$ cat config.mk
export PLATFORM = sky130hd
export DESIGN_NAME = byte_register_alu_skip_top_flat
export DESIGN_NICKNAME = d
export VERILOG_FILES = /design/src/hw/rtl/bra_pkg.sv /design/src/hw/rtl/bra_cmd_if.sv /design/src/hw/rtl/bra_res_if.sv /design/src/hw/rtl/bra_regfile.sv /design/src/hw/rtl/bra_alu.sv /design/src/hw/rtl/byte_register_alu_skip_top.sv /design/src/flat_wrapper.sv
export SDC_FILE = /design/constraint.sdc
export NUM_CORES = 1
export LEC_CHECK = 0
export BUFFER_PORTS_ARGS = -buffer_cell sky130_fd_sc_hd__buf_2
export CAP_MARGIN = 10
export CORE_MARGIN = 2
export CORE_UTILIZATION = 45
export DETAILED_ROUTE_END_ITERATION = 10
export HOLD_SLACK_MARGIN = 0.06
export SYNTH_ARGS = -nofsm -noshare
export SYNTH_HDL_FRONTEND = slang
export SYNTH_SLANG_ARGS = --single-unit
$ cat constraint.sdc
create_clock -name clk -period 4.9 [get_ports clk]
set_input_delay 0.49 -clock clk [delete_from_list [all_inputs] [get_ports clk]]
set_output_delay 0.49 -clock clk [all_outputs]
set_load 0.02 [all_outputs]
$ cat src/hw/rtl/bra_pkg.sv
// ----------------------------------------------------------------------------
// bra_pkg
// Shared types and constants for the byte register ALU with skip.
// ----------------------------------------------------------------------------
package bra_pkg;

    localparam int unsigned RegCount = 16;
    localparam int unsigned IdxWidth = 4;
    localparam int unsigned DataWidth = 8;
    localparam logic [IdxWidth-1:0] FlagIdx = 4'hF;

    localparam logic [3:0] OP_SKIP_EQ_IMM = 4'h3;
    localparam logic [3:0] OP_SKIP_NE_IMM = 4'h4;
    localparam logic [3:0] OP_SKIP_EQ_REG = 4'h5;
    localparam logic [3:0] OP_LOAD_IMM    = 4'h6;
    localparam logic [3:0] OP_ADD_IMM     = 4'h7;
    localparam logic [3:0] OP_ALU         = 4'h8;
    localparam logic [3:0] OP_SKIP_NE_REG = 4'h9;

    localparam logic [3:0] SUB_MOV  = 4'h0;
    localparam logic [3:0] SUB_OR   = 4'h1;
    localparam logic [3:0] SUB_AND  = 4'h2;
    localparam logic [3:0] SUB_XOR  = 4'h3;
    localparam logic [3:0] SUB_ADD  = 4'h4;
    localparam logic [3:0] SUB_SUB  = 4'h5;
    localparam logic [3:0] SUB_SHR  = 4'h6;
    localparam logic [3:0] SUB_SUBN = 4'h7;
    localparam logic [3:0] SUB_SHL  = 4'hE;

    typedef struct packed {
        logic                 skip_next;
        logic [DataWidth-1:0] dest_value;
        logic                 dest_written;
        logic                 flag_value;
        logic                 flag_written;
        logic                 invalid;
    } res_t;

    typedef struct packed {
        logic                 x_en;
        logic [IdxWidth-1:0]  x_idx;
        logic [DataWidth-1:0] x_val;
        logic                 f_en;
        logic                 f_val;
    } wr_t;

endpackage

$ cat src/hw/rtl/bra_cmd_if.sv
// ----------------------------------------------------------------------------
// bra_cmd_if
// Instruction channel carrying one decoded instruction per transaction.
// ----------------------------------------------------------------------------
interface bra_cmd_if;
    logic       valid;
    logic       ready;
    logic [3:0] opcode;
    logic [3:0] x_index;
    logic [3:0] y_index;
    logic [7:0] immediate;

    modport source (output valid, output opcode, output x_index, output y_index,
                    output immediate, input ready);
    modport sink (input valid, input opcode, input x_index, input y_index,
                  input immediate, output ready);
endinterface

$ cat src/hw/rtl/bra_res_if.sv
// ----------------------------------------------------------------------------
// bra_res_if
// Result channel carrying the outcome of one instruction per transaction.
// ----------------------------------------------------------------------------
interface bra_res_if;
    logic       valid;
    logic       ready;
    logic       skip_next;
    logic [7:0] dest_value;
    logic       dest_written;
    logic       flag_value;
    logic       flag_written;
    logic       invalid;

    modport source (output valid, output skip_next, output dest_value,
                    output dest_written, output flag_value, output flag_written,
                    output invalid, input ready);
    modport sink (input valid, input skip_next, input dest_value,
                  input dest_written, input flag_value, input flag_written,
                  input invalid, output ready);
endinterface

$ cat src/hw/rtl/bra_regfile.sv
// ----------------------------------------------------------------------------
// bra_regfile
// Register file: registers 0 to 14 in a memory with registered reads and
// valid bits, register 15 in its own flip-flops, and a bypass for a write
// that lands in the same cycle as a read.
// ----------------------------------------------------------------------------
module bra_regfile (
    input  logic                              clk,
    input  logic                              rst_n,
    input  logic                              rd_en,
    input  logic [bra_pkg::IdxWidth-1:0]      rd_x_idx,
    input  logic [bra_pkg::IdxWidth-1:0]      rd_y_idx,
    input  bra_pkg::wr_t                      wr,
    output logic [bra_pkg::DataWidth-1:0]     vx,
    output logic [bra_pkg::DataWidth-1:0]     vy
);

    localparam int unsigned MemDepth = bra_pkg::RegCount - 1;

    logic [bra_pkg::DataWidth-1:0] mem [0:MemDepth-1];
    logic [MemDepth-1:0]           valid_reg;
    logic [bra_pkg::DataWidth-1:0] v15_reg;

    logic [bra_pkg::DataWidth-1:0] rdx_data_reg;
    logic [bra_pkg::DataWidth-1:0] rdy_data_reg;
    logic                          rdx_valid_reg;
    logic                          rdy_valid_reg;
    logic [bra_pkg::IdxWidth-1:0]  rdx_idx_reg;
    logic [bra_pkg::IdxWidth-1:0]  rdy_idx_reg;

    logic                          byp_en_reg;
    logic [bra_pkg::IdxWidth-1:0]  byp_idx_reg;
    logic [bra_pkg::DataWidth-1:0] byp_val_reg;

    logic mem_wen;

    assign mem_wen = wr.x_en && (wr.x_idx != bra_pkg::FlagIdx);

    always_ff @(posedge clk)
    begin
        if (mem_wen)
        begin
            mem[wr.x_idx] <= wr.x_val;
        end
        if (rd_en && (rd_x_idx != bra_pkg::FlagIdx))
        begin
            rdx_data_reg <= mem[rd_x_idx];
        end
        if (rd_en && (rd_y_idx != bra_pkg::FlagIdx))
        begin
            rdy_data_reg <= mem[rd_y_idx];
        end
        if (rd_en)
        begin
            byp_idx_reg <= wr.x_idx;
            byp_val_reg <= wr.x_val;
        end
    end

    always_ff @(posedge clk or negedge rst_n)
    begin
        if (!rst_n)
        begin
            valid_reg     <= '0;
            v15_reg       <= '0;
            rdx_valid_reg <= 1'b0;
            rdy_valid_reg <= 1'b0;
            rdx_idx_reg   <= '0;
            rdy_idx_reg   <= '0;
            byp_en_reg    <= 1'b0;
        end
        else
        begin
            if (mem_wen)
            begin
                valid_reg[wr.x_idx] <= 1'b1;
            end
            if (wr.f_en)
            begin
                v15_reg <= {{(bra_pkg::DataWidth-1){1'b0}}, wr.f_val};
            end
            else if (wr.x_en && (wr.x_idx == bra_pkg::FlagIdx))
            begin
                v15_reg <= wr.x_val;
            end
            if (rd_en)
            begin
                rdx_idx_reg   <= rd_x_idx;
                rdy_idx_reg   <= rd_y_idx;
                rdx_valid_reg <= (rd_x_idx != bra_pkg::FlagIdx) && valid_reg[rd_x_idx];
                rdy_valid_reg <= (rd_y_idx != bra_pkg::FlagIdx) && valid_reg[rd_y_idx];
                byp_en_reg    <= mem_wen;
            end
        end
    end

    always_comb
    begin
        if (rdx_idx_reg == bra_pkg::FlagIdx)
        begin
            vx = v15_reg;
        end
        else if (byp_en_reg && (byp_idx_reg == rdx_idx_reg))
        begin
            vx = byp_val_reg;
        end
        else if (rdx_valid_reg)
        begin
            vx = rdx_data_reg;
        end
        else
        begin
            vx = '0;
        end

        if (rdy_idx_reg == bra_pkg::FlagIdx)
        begin
            vy = v15_reg;
        end
        else if (byp_en_reg && (byp_idx_reg == rdy_idx_reg))
        begin
            vy = byp_val_reg;
        end
        else if (rdy_valid_reg)
        begin
            vy = rdy_data_reg;
        end
        else
        begin
            vy = '0;
        end
    end

endmodule

$ cat src/hw/rtl/bra_alu.sv
// ----------------------------------------------------------------------------
// bra_alu
// Decodes one instruction and computes its skip, destination value and flag.
// ----------------------------------------------------------------------------
module bra_alu (
    input  logic [3:0]                    opcode,
    input  logic [7:0]                    immediate,
    input  logic [bra_pkg::DataWidth-1:0] vx,
    input  logic [bra_pkg::DataWidth-1:0] vy,
    output bra_pkg::res_t                 res
);

    logic [3:0]                    sub;
    logic [bra_pkg::DataWidth:0]   sum;
    logic [bra_pkg::DataWidth-1:0] diff_xy;
    logic [bra_pkg::DataWidth-1:0] diff_yx;

    assign sub     = immediate[3:0];
    assign sum     = {1'b0, vx} + {1'b0, vy};
    assign diff_xy = vx - vy;
    assign diff_yx = vy - vx;

    always_comb
    begin
        res = '0;
        case (opcode)
            bra_pkg::OP_SKIP_EQ_IMM:
            begin
                res.skip_next = (vx == immediate);
            end
            bra_pkg::OP_SKIP_NE_IMM:
            begin
                res.skip_next = (vx != immediate);
            end
            bra_pkg::OP_SKIP_EQ_REG:
            begin
                if (sub == bra_pkg::SUB_MOV)
                begin
                    res.skip_next = (vx == vy);
                end
                else
                begin
                    res.invalid = 1'b1;
                end
            end
            bra_pkg::OP_SKIP_NE_REG:
            begin
                res.skip_next = (vx != vy);
            end
            bra_pkg::OP_LOAD_IMM:
            begin
                res.dest_value   = immediate;
                res.dest_written = 1'b1;
            end
            bra_pkg::OP_ADD_IMM:
            begin
                res.dest_value   = vx + immediate;
                res.dest_written = 1'b1;
            end
            bra_pkg::OP_ALU:
            begin
                res.dest_written = 1'b1;
                case (sub)
                    bra_pkg::SUB_MOV:
                    begin
                        res.dest_value = vy;
                    end
                    bra_pkg::SUB_OR:
                    begin
                        res.dest_value = vx | vy;
                    end
                    bra_pkg::SUB_AND:
                    begin
                        res.dest_value = vx & vy;
                    end
                    bra_pkg::SUB_XOR:
                    begin
                        res.dest_value = vx ^ vy;
                    end
                    bra_pkg::SUB_ADD:
                    begin
                        res.dest_value   = sum[bra_pkg::DataWidth-1:0];
                        res.flag_value   = sum[bra_pkg::DataWidth];
                        res.flag_written = 1'b1;
                    end
                    bra_pkg::SUB_SUB:
                    begin
                        res.dest_value   = diff_xy;
                        res.flag_value   = (vx >= vy);
                        res.flag_written = 1'b1;
                    end
                    bra_pkg::SUB_SHR:
                    begin
                        res.dest_value   = {1'b0, vx[bra_pkg::DataWidth-1:1]};
                        res.flag_value   = vx[0];
                        res.flag_written = 1'b1;
                    end
                    bra_pkg::SUB_SUBN:
                    begin
                        res.dest_value   = diff_yx;
                        res.flag_value   = (vy >= vx);
                        res.flag_written = 1'b1;
                    end
                    bra_pkg::SUB_SHL:
                    begin
                        res.dest_value   = {vx[bra_pkg::DataWidth-2:0], 1'b0};
                        res.flag_value   = vx[bra_pkg::DataWidth-1];
                        res.flag_written = 1'b1;
                    end
                    default:
                    begin
                        res.dest_written = 1'b0;
                        res.invalid      = 1'b1;
                    end
                endcase
            end
            default:
            begin
                res.invalid = 1'b1;
            end
        endcase
    end

endmodule

$ cat src/hw/rtl/byte_register_alu_skip_top.sv
// ----------------------------------------------------------------------------
// byte_register_alu_skip_top
// Register and arithmetic execute unit of a 16-register, 8-bit machine.
// ----------------------------------------------------------------------------
// The unit takes one instruction transaction per clock unless a waiting result
// holds it, and returns one result transaction for each, in order. An accepted
// instruction sits in the input register while its register operands are
// read, then the ALU result is captured in the output register, from which it
// is offered as a result transaction. Register writes land when an instruction
// leaves the input register and are forwarded to the instruction behind it,
// so back-to-back dependent instructions run at full rate. The input register
// and the output register together let a new instruction enter while an
// earlier result still waits to be taken. After reset all registers read 0.
module byte_register_alu_skip_top (
    input  logic         clk,
    input  logic         rst_n,
    bra_cmd_if.sink      cmd,
    bra_res_if.source    res
);

    logic                         in_valid_reg;
    logic [3:0]                   opcode_reg;
    logic [bra_pkg::IdxWidth-1:0] x_idx_reg;
    logic [7:0]                   immediate_reg;

    logic                         out_valid_reg;
    bra_pkg::res_t                res_reg;

    logic                          accept;
    logic                          advance;
    logic [bra_pkg::DataWidth-1:0] vx;
    logic [bra_pkg::DataWidth-1:0] vy;
    bra_pkg::res_t                 alu_res;
    bra_pkg::wr_t                  wr;

    assign advance   = in_valid_reg && (!out_valid_reg || res.ready);
    assign cmd.ready = !in_valid_reg || advance;
    assign accept    = cmd.valid && cmd.ready;

    assign wr.x_en  = advance && alu_res.dest_written;
    assign wr.x_idx = x_idx_reg;
    assign wr.x_val = alu_res.dest_value;
    assign wr.f_en  = advance && alu_res.flag_written;
    assign wr.f_val = alu_res.flag_value;

    bra_regfile u_regfile (
        .clk      (clk),
        .rst_n    (rst_n),
        .rd_en    (accept),
        .rd_x_idx (cmd.x_index),
        .rd_y_idx (cmd.y_index),
        .wr       (wr),
        .vx       (vx),
        .vy       (vy)
    );

    bra_alu u_alu (
        .opcode    (opcode_reg),
        .immediate (immediate_reg),
        .vx        (vx),
        .vy        (vy),
        .res       (alu_res)
    );

    always_ff @(posedge clk)
    begin
        if (accept)
        begin
            opcode_reg    <= cmd.opcode;
            x_idx_reg     <= cmd.x_index;
            immediate_reg <= cmd.immediate;
        end
        if (advance)
        begin
            res_reg <= alu_res;
        end
    end

    always_ff @(posedge clk or negedge rst_n)
    begin
        if (!rst_n)
        begin
            in_valid_reg  <= 1'b0;
            out_valid_reg <= 1'b0;
        end
        else
        begin
            if (accept)
            begin
                in_valid_reg <= 1'b1;
            end
            else if (advance)
            begin
                in_valid_reg <= 1'b0;
            end
            if (advance)
            begin
                out_valid_reg <= 1'b1;
            end
            else if (res.ready)
            begin
                out_valid_reg <= 1'b0;
            end
        end
    end

    assign res.valid        = out_valid_reg;
    assign res.skip_next    = res_reg.skip_next;
    assign res.dest_value   = res_reg.dest_value;
    assign res.dest_written = res_reg.dest_written;
    assign res.flag_value   = res_reg.flag_value;
    assign res.flag_written = res_reg.flag_written;
    assign res.invalid      = res_reg.invalid;

endmodule

$ cat src/flat_wrapper.sv
// flat-port wrapper written by rule: the top's interface ports become plain ports
module byte_register_alu_skip_top_flat 
  (clk, rst_n, cmd_valid, cmd_opcode, cmd_x_index, cmd_y_index, cmd_immediate, cmd_ready, res_valid, res_skip_next, res_dest_value, res_dest_written, res_flag_value, res_flag_written, res_invalid, res_ready);
  bra_cmd_if cmd_i ();
  bra_res_if res_i ();
  input  logic clk;
  input  logic rst_n;
  input wire logic [$bits(cmd_i.valid)-1:0] cmd_valid;
  input wire logic [$bits(cmd_i.opcode)-1:0] cmd_opcode;
  input wire logic [$bits(cmd_i.x_index)-1:0] cmd_x_index;
  input wire logic [$bits(cmd_i.y_index)-1:0] cmd_y_index;
  input wire logic [$bits(cmd_i.immediate)-1:0] cmd_immediate;
  output wire logic [$bits(cmd_i.ready)-1:0] cmd_ready;
  output wire logic [$bits(res_i.valid)-1:0] res_valid;
  output wire logic [$bits(res_i.skip_next)-1:0] res_skip_next;
  output wire logic [$bits(res_i.dest_value)-1:0] res_dest_value;
  output wire logic [$bits(res_i.dest_written)-1:0] res_dest_written;
  output wire logic [$bits(res_i.flag_value)-1:0] res_flag_value;
  output wire logic [$bits(res_i.flag_written)-1:0] res_flag_written;
  output wire logic [$bits(res_i.invalid)-1:0] res_invalid;
  input wire logic [$bits(res_i.ready)-1:0] res_ready;
  assign cmd_i.valid = cmd_valid;
  assign cmd_i.opcode = cmd_opcode;
  assign cmd_i.x_index = cmd_x_index;
  assign cmd_i.y_index = cmd_y_index;
  assign cmd_i.immediate = cmd_immediate;
  assign cmd_ready = cmd_i.ready;
  assign res_valid = res_i.valid;
  assign res_skip_next = res_i.skip_next;
  assign res_dest_value = res_i.dest_value;
  assign res_dest_written = res_i.dest_written;
  assign res_flag_value = res_i.flag_value;
  assign res_flag_written = res_i.flag_written;
  assign res_invalid = res_i.invalid;
  assign res_i.ready = res_ready;
  byte_register_alu_skip_top u_core (.clk(clk), .rst_n(rst_n), .cmd(cmd_i), .res(res_i));
endmodule
==> results of run 1 <==
[cell usage after synthesis, drive strengths merged (12+ instances only)]
cell type  count
a211oi        13
inv           38
buf           12
edfxtp       177
nor2          48
dfrtp         36
mux2          12
a21o          15
a21oi         47
nand2         71
ha            37
a31oi         14
or2           17
nor3          12
clkbuf        37
o21ai         48
mux4          72
mux2i         28
nand3         17
[stage by stage]
step,utilization,std cells,instance area (um^2)
finish,0.518,1284,13100
global route,0.518,1284,13100
CTS,0.518,1284,13100
detailed placement,0.491,1247,12400
global placement,0.491,1247,12400
floorplan,-,884,11700
[per-layer routing]
metal | GRT usage | share of wire | vias up
met5 | 0 | 0.00042 | -
li1 | - | - | 3535
met1 | 0.314 | 0.42 | 3943
met4 | 0.0680 | 0.025 | 2
met2 | 0.406 | 0.50 | 281
met3 | 0.0267 | 0.058 | 56
[timing repair]
item,CTS,global route
setup buffers,0,0
setup endpoints to repair,0,38
gates resized for setup,0,3
endpoints found under the hold margin,0,0
[critical path, cell delays in order (launching register included)]
cell and delay, ns:
dfrtp_1 0.41, xor2_1 0.18, nor4_2 0.28, buf_4 0.23, a31oi_1 0.13, o21ai_1 0.37, ha_1 0.31, inv_1 0.08
fa_1 0.48, o21bai_1 0.18, a21oi_1 0.14, o21ai_0 0.19, a21oi_1 0.12, xor2_1 0.16, a21oi_1 0.14, o211ai_1 0.10
a211oi_1 0.43, o22ai_1 0.15, buf_4 0.25
[cell type report]
cell class | count | area [um^2] | share of cell area
clock inverter | 10 | 124 | 0.00944
multi-input combinational | 584 | 5140 | 0.392
clock buffer | 27 | 558 | 0.0425
tap | 330 | 413 | 0.0315
sequential | 213 | 6220 | 0.474
timing repair buffer | 82 | 520 | 0.0397
inverter | 38 | 145 | 0.0111
[worst max-delay path by stage]
stage / startpoint / endpoint / depth (start not counted)
after global placement: u_core.u_regfile.byp_idx_reg[2]$_DFFE_PP_ / u_core.u_regfile.mem[8][6]$_DFFE_PP_ / 18
after detailed placement: u_core.u_regfile.byp_idx_reg[3]$_DFFE_PP_ / u_core.u_regfile.mem[7][7]$_DFFE_PP_ / 15
after global routing: u_core.u_regfile.byp_idx_reg[3]$_DFFE_PP_ / u_core.u_regfile.mem[1][6]$_DFFE_PP_ / 19
after floorplan: u_core.u_regfile.byp_idx_reg[3]$_DFFE_PP_ / u_core.res.dest_value[5]$_DFFE_PP_ / 15
after CTS: u_core.u_regfile.byp_idx_reg[3]$_DFFE_PP_ / u_core.u_regfile.byp_val_reg[7]$_DFFE_PP_ / 15
final: u_core.u_regfile.rdy_idx_reg[2]$_DFFE_PN0P_ / u_core.u_regfile.mem[9][6]$_DFFE_PP_ / 18
[power by group]
part | internal [W] | leakage (nW) | switching, W
clock | 0.000961 | 0.332 | 0.000647
combinational | 0.000392 | 2.45 | 0.000540
sequential | 0.00205 | 2.19 | 0.0000674
[cell families (layout without fill, tap and decap cells)]
logic type                 Yosys count  in the layout  share of synthesized area
muxes                              112            112                      0.174
DFF                                213            213                      0.532
adders and majority gates           42             42                     0.0473
AOI/OAI and AO/OA                  194            194                      0.111
and+or+nand+nor                    214            214                     0.0897
xor gates and xnor gates            22             22                     0.0165
buffers and inverters               87            157                     0.0295
==> metrics.csv, run 1 <==
stage,metric,value,unit
grt,GR Util All Layers,0.235,
layout,Area growth syn-to-layout,12.2,%
critical_path,Setup Crit Path Kind,flop to flop,
detailed_routing,DR vias,7817,
placement,DP Worst Slack,0.0403,ns
sta,final setup margin,0.266,ns
placement,IO buf count,38,
grt,first-pass GRT wire length,47300,um
sta,post-layout min period,4.63,ns
sta,Final Skew,0.00894,ns
clock_tree,worst skew pair latency,0.49,ns
clock_tree,clk slew on worst S/H paths,0.07,ns
detailed_routing,DRT Wirelength,31300,um
synthesis,Yosys reg bits,213,
power_and_ir_drop,P_leak,4.97,nW
clock_tree,TritonCTS buffer count,21,
layout,Largest register FFs,120,
critical_path,R2R Path Start,u_core.u_regfile.rdy_idx_reg[2]$_DFFE_PN0P_,
layout,"most common cell after layout, fill and taps aside",edfxtp_1,
synthesis,"Cell Area, Synth",0.0117,mm^2
synthesis,"Avg Cell Area, Syn",13.2,um^2
synthesis,library cells used by synthesis,68,
detailed_routing,vias per cell,6.09,
synthesis,Main synth FF type,edfxtp_1,
outcome,outcome,"finished, final reports clean",
synthesis,yosys warns,0,
sta,fmax,0.216,GHz
critical_path,Crit path required time,5.11,ns
sta,RSZ-0062 raised after global routing,false,
detailed_routing,DRC,0,
floorplanning,die footprint,0.0273,mm^2
detailed_routing,Avg WL per Cell,24.4,um
layout,"commonest cells after routing, fill and taps aside","177 x edfxtp_1, 72 x mux4_2, 71 x nand2_1",
clock_tree,clock root cell,clkbuf_16,
layout,ant diodes,0,
critical_path,endpoint of the worst register-to-register path,u_core.u_regfile.mem[9][6]$_DFFE_PP_,
power_and_ir_drop,total power,0.00465,W
placement,GPL Wtd Cong,0.905,
sta,period utilization,0.946,
critical_path,CP endpoint kind,flop,
grt,vias in the first global route,7799,
critical_path,Reg2Reg Depth,18,
synthesis,sequential fraction of the synthesis area,0.532,
grt,initial antenna violation count,1,
sta,worst-margin pin slew,1.19,ns
clock_tree,H-tree depth,1,
floorplanning,core area,0.0253,mm^2
power_and_ir_drop,Pwr Density,355,mW/mm^2
critical_path,Worst Path Max Fanout,17,
placement,DPL Wire Length,21800,um
layout,Nets,1005,
synthesis,asr flop ratio synth,0.169,
sta,final setup fails,0,
flow_run,Max-cap violations,0,
floorplanning,die height,165,um
sta,slew margin rel.,0.203,
detailed_routing,first drt pass iteration count,5,
clock_tree,Hold Buf Count CTS,0,
sta,setup_tns,0,ns
grt,largest net degree at the start of global routing,49,
critical_path,CP startpoint kind,flop,
detailed_routing,remaining antenna violation count,0,
floorplanning,width of the die,165,um
sta,Final Max Tran Viols,0,
power_and_ir_drop,peak supply drop,0.316,mV
critical_path,CP arrival,4.85,ns
synthesis,"EDFF count, synth",177,
floorplanning,row count,58,
floorplanning,I/O pin count,39,
floorplanning,Starting Density,0.461,
clock_tree,CTS tree,done,
layout,layout cells sized above 1,0.236,
clock_tree,CTS Sinks,213,
synthesis,leading area contributor after synthesis,edfxtp_1,
sta,final hold vios,0,
sta,Hold Slack,0.117,ns
synthesis,ranking of synthesized cells by area,"edfxtp_1 45%, mux4_2 14%, dfrtp_1 7.7%",
critical_path,"setup slack, reg-to-reg",0.27,ns
layout,fill cell count,2169,
synthesis,post-synth top area share,0.455,
grt,GR Overflow Total,0,
clock_tree,clk buf depth,3,
worst_hold_path,HP Class,primary input to async pin,
detailed_routing,initial drt markers,839,
synthesis,Post-Syn Instances,884,
synthesis,"Net Count, Synth",949,
Power figures use the tool's default switching activity.
==> run 2, diff against run 1 <==
--- a/config.mk
+++ b/config.mk
@@ -9,7 +9,8 @@
 export CAP_MARGIN = 10
 export CORE_MARGIN = 2
-export CORE_UTILIZATION = 45
+export CORE_UTILIZATION = 63
 export DETAILED_ROUTE_END_ITERATION = 10
 export HOLD_SLACK_MARGIN = 0.06
+export PLACE_DENSITY = 0.81
 export SYNTH_ARGS = -nofsm -noshare
 export SYNTH_HDL_FRONTEND = slang
==> constraint.sdc (replaced) <==
create_clock -name clk -period 4.9 [get_ports clk]
set_input_delay 0.49 -clock clk [delete_from_list [all_inputs] [get_ports clk]]
set_output_delay 0.49 -clock clk [all_outputs]
set_load 0.005 [all_outputs]
==> run 2 against run 1 <==
Compared with the run above:
- non-clock buffer count is 13 lower
- total power down 2.7%
- clock skew rose by 0.0045 ns
- worst setup slack better by 0.046 ns
- global-route usage increased by 9.2 points
- sequential cell count stayed put
- core utilization rose by 19 points
- clock power is 6% lower
- sequential power about the same
- combinational power is 4.9% lower
- fmax increased by 1.0%
- highest routed layer is now met4
==> metrics.csv, run 2 (synthesis gave the netlist of run 1 again) <==
stage,metric,value,unit,change
sta,worst-margin pin slew,1.22,ns,+0.0243 ns
grt,first-pass GRT wire length,48100,um,+1.7%
worst_hold_path,HP Class,primary input to async pin,,
power_and_ir_drop,P_leak,4.88,nW,-1.7%
layout,fill cell count,1128,,-48%
detailed_routing,initial drt markers,1084,,+29%
critical_path,Crit path largest cell delay,0.47,ns,about the same
critical_path,CP arrival,4.81,ns,-0.04 ns
sta,period utilization,0.936,,-0.00938
detailed_routing,DR vias,8267,,+5.8%
floorplanning,die footprint,0.0197,mm^2,-28%
detailed_routing,DRT Wirelength,31800,um,+1.6%
critical_path,critical path's slowest cell,fa_1,,
layout,ant diodes,0,,unchanged
critical_path,cell mode on critical path,a21oi_1,,
critical_path,R2R Path Start,u_core.u_regfile.byp_idx_reg[2]$_DFFE_PP_,,
placement,DP Worst Slack,0.489,ns,+0.448 ns
floorplanning,width of the die,140,um,-15%
layout,layout cells sized above 1,0.227,,-0.00901
critical_path,Reg2Reg Depth,18,,unchanged
detailed_routing,uppermost layer routed,met4,,
flow_run,Max-cap violations,0,,unchanged
critical_path,"Cell Chain, Critical Path",xor2_1 > nor4_2 > buf_4 > a31oi_1 > o21ai_0 > ha_1 > inv_1 > fa_1 > o21bai_1 > a21oi_1 > o21ai_0 > a21oi_1 > xor2_1 > a21oi_1 > o211ai_1 > a211oi_1 > o22ai_1 > buf_4,,
critical_path,CP startpoint kind,flop,,
critical_path,Worst setup startpoint,u_core.u_regfile.byp_idx_reg[2]$_DFFE_PP_,,
detailed_routing,Avg WL per Cell,27.2,um,+12%
outcome,outcome,"finished, final reports clean",,
placement,DPL Wire Length,20900,um,-3.9%
critical_path,Setup Crit Path Kind,flop to flop,,
layout,Nets,992,,-1.3%
critical_path,crit path capture,u_core.u_regfile.mem[12][6]$_DFFE_PP_,,
clock_tree,TritonCTS buffer count,21,,unchanged
floorplanning,Starting Density,0.646,,+0.185
sta,Final Max Tran Viols,0,,unchanged
sta,fmax,0.218,GHz,+1.0%
detailed_routing,remaining antenna violation count,0,,unchanged
detailed_routing,met1 wire length,11800,um,-9.5%
clock_tree,CTS tree,done,,
clock_tree,clk buf depth,3,,unchanged
detailed_routing,Met3 Wirelength,3400,um,+87%
clock_tree,Hold Buf Count CTS,0,,unchanged
grt,vias in the first global route,8121,,+4.1%
sta,RSZ-0062 raised after global routing,false,,
critical_path,endpoint of the worst register-to-register path,u_core.u_regfile.mem[12][6]$_DFFE_PP_,,
clock_tree,post-CTS setup buffers,0,,unchanged
critical_path,Worst Path Max Fanout,17,,unchanged
sta,final setup margin,0.312,ns,+0.0460 ns
power_and_ir_drop,peak supply drop,0.457,mV,+45%
sta,setup_tns,0,ns,unchanged
placement,GPL Wtd Cong,0.956,,+5.6%
sta,post-layout min period,4.59,ns,-0.0460 ns
clock_tree,clk slew on worst S/H paths,0.06,ns,about the same
floorplanning,row count,49,,-16%
placement,IO buf count,38,,unchanged
grt,largest net degree at the start of global routing,49,,unchanged
clock_tree,CTS Sinks,213,,unchanged
sta,Final Skew,0.0134,ns,+0.00449 ns
layout,"most common cell after layout, fill and taps aside",edfxtp_1,,
sta,final setup fails,0,,unchanged
clock_tree,Resized cells post-CTS,0,,unchanged
grt,GR Overflow Total,0,,unchanged
grt,GR Util All Layers,0.327,,+0.0923
detailed_routing,DRC,0,,unchanged
sta,final hold vios,0,,unchanged
detailed_routing,Met2 Routed Length,15300,um,-2.6%
floorplanning,core area,0.0181,mm^2,-29%
critical_path,Crit path required time,5.13,ns,+0.02 ns
layout,"commonest cells after routing, fill and taps aside","177 x edfxtp_1, 72 x mux4_2, 71 x nand2_1",,
critical_path,"setup slack, reg-to-reg",0.31,ns,+0.05 ns
layout,Area growth syn-to-layout,9.84,%,
floorplanning,die height,140,um,-15%
grt,initial antenna violation count,0,,-1
detailed_routing,first drt pass iteration count,5,,unchanged
layout,Largest register FFs,120,,unchanged
sta,slew margin rel.,0.187,,-0.0162
clock_tree,H-tree depth,1,,unchanged
power_and_ir_drop,Pwr Density,353,mW/mm^2,-0.63%
detailed_routing,vias per cell,7.08,,+16%
clock_tree,worst skew pair latency,0.50,ns,about the same
floorplanning,I/O pin count,39,,unchanged
clock_tree,clock root cell,clkbuf_16,,
critical_path,CP endpoint kind,flop,,
[run 2: changes by cell type in the layout (fill, tap and decap cells not counted), moves of 3 or more]
cell / before / now
buf_4: 44 / 31
bufinv_16: 3 / 0
clkinv_1: 4 / 1
o21ai_1: 4 / 1
o21ai_0: 44 / 47
clkbuf_8: 1 / 4
[run 2: worst min-delay path by stage]
stage                                                   start                                          end  slack [ns]  cells past startpoint
floorplan                                               rst_n              u_core.in_valid_reg$_DFFE_PN0P_        0.19                      0
global placement    u_core.u_regfile.valid_reg[3]$_DFFE_PN0P_    u_core.u_regfile.valid_reg[3]$_DFFE_PN0P_        0.47                      1
detailed placement  u_core.u_regfile.valid_reg[7]$_DFFE_PN0P_    u_core.u_regfile.valid_reg[7]$_DFFE_PN0P_        0.47                      1
CTS                                                     rst_n  u_core.u_regfile.rdy_idx_reg[3]$_DFFE_PN0P_        0.14                      1
global route                                 cmd_immediate[2]            u_core.immediate_reg[2]$_DFFE_PP_        0.16                      1
finish                                                  rst_n    u_core.u_regfile.valid_reg[8]$_DFFE_PN0P_        0.11                      1
[run 2: worst max-delay path, delay by kind of cell (launching register included)]
family / cells / cell delay [ns]
adder cells (fa/ha/maj): 2 / 0.77
buffers and inverters: 3 / 0.54
flip-flops: 1 / 0.44
AND/OR/NAND/NOR: 1 / 0.32
XOR/XNOR: 2 / 0.36
AO/OA/AOI/OAI: 10 / 1.90
[run 2: per-stage QoR]
| step | utilization | area (um^2) | total power (W) | hold slack [ns] | std cells |
|---|---|---|---|---|---|
| detailed placement | 0.675 | 12200 | 0.00302 | 0.474 | 1133 |
| global placement | 0.675 | 12200 | 0.00300 | 0.465 | 1133 |
| global route | 0.710 | 12800 | 0.00466 | 0.163 | 1168 |
| finish | 0.710 | 12800 | 0.00453 | 0.110 | 1168 |
| CTS | 0.710 | 12800 | 0.00451 | 0.144 | 1168 |
| floorplan | - | 11700 | 0.00277 | 0.194 | 884 |
[run 2: routing by layer]
metal / global-route usage / vias up
met2: 0.535 / 629
met5: 0 / -
met3: 0.0544 / 100
met4: 0.123 / 0
met1: 0.449 / 4037
li1: - / 3501
[run 2: power breakdown]
| group | switching [W] | total, W | internal (W) |
|---|---|---|---|
| registers | 0.0000837 | 0.00213 | 0.00205 |
| logic | 0.000510 | 0.000886 | 0.000376 |
| clock network | 0.000659 | 0.00151 | 0.000850 |
[run 2: cell type report]
class / instances / area, um^2 / share of cell area
multi-input combinational: 584 / 5130 / 0.400
inverter: 38 / 145 / 0.0113
sequential: 213 / 6220 / 0.484
tap: 229 / 287 / 0.0223
timing repair buffer: 69 / 423 / 0.0329
clock buffer: 29 / 596 / 0.0464
clock inverter: 6 / 38.8 / 0.00302
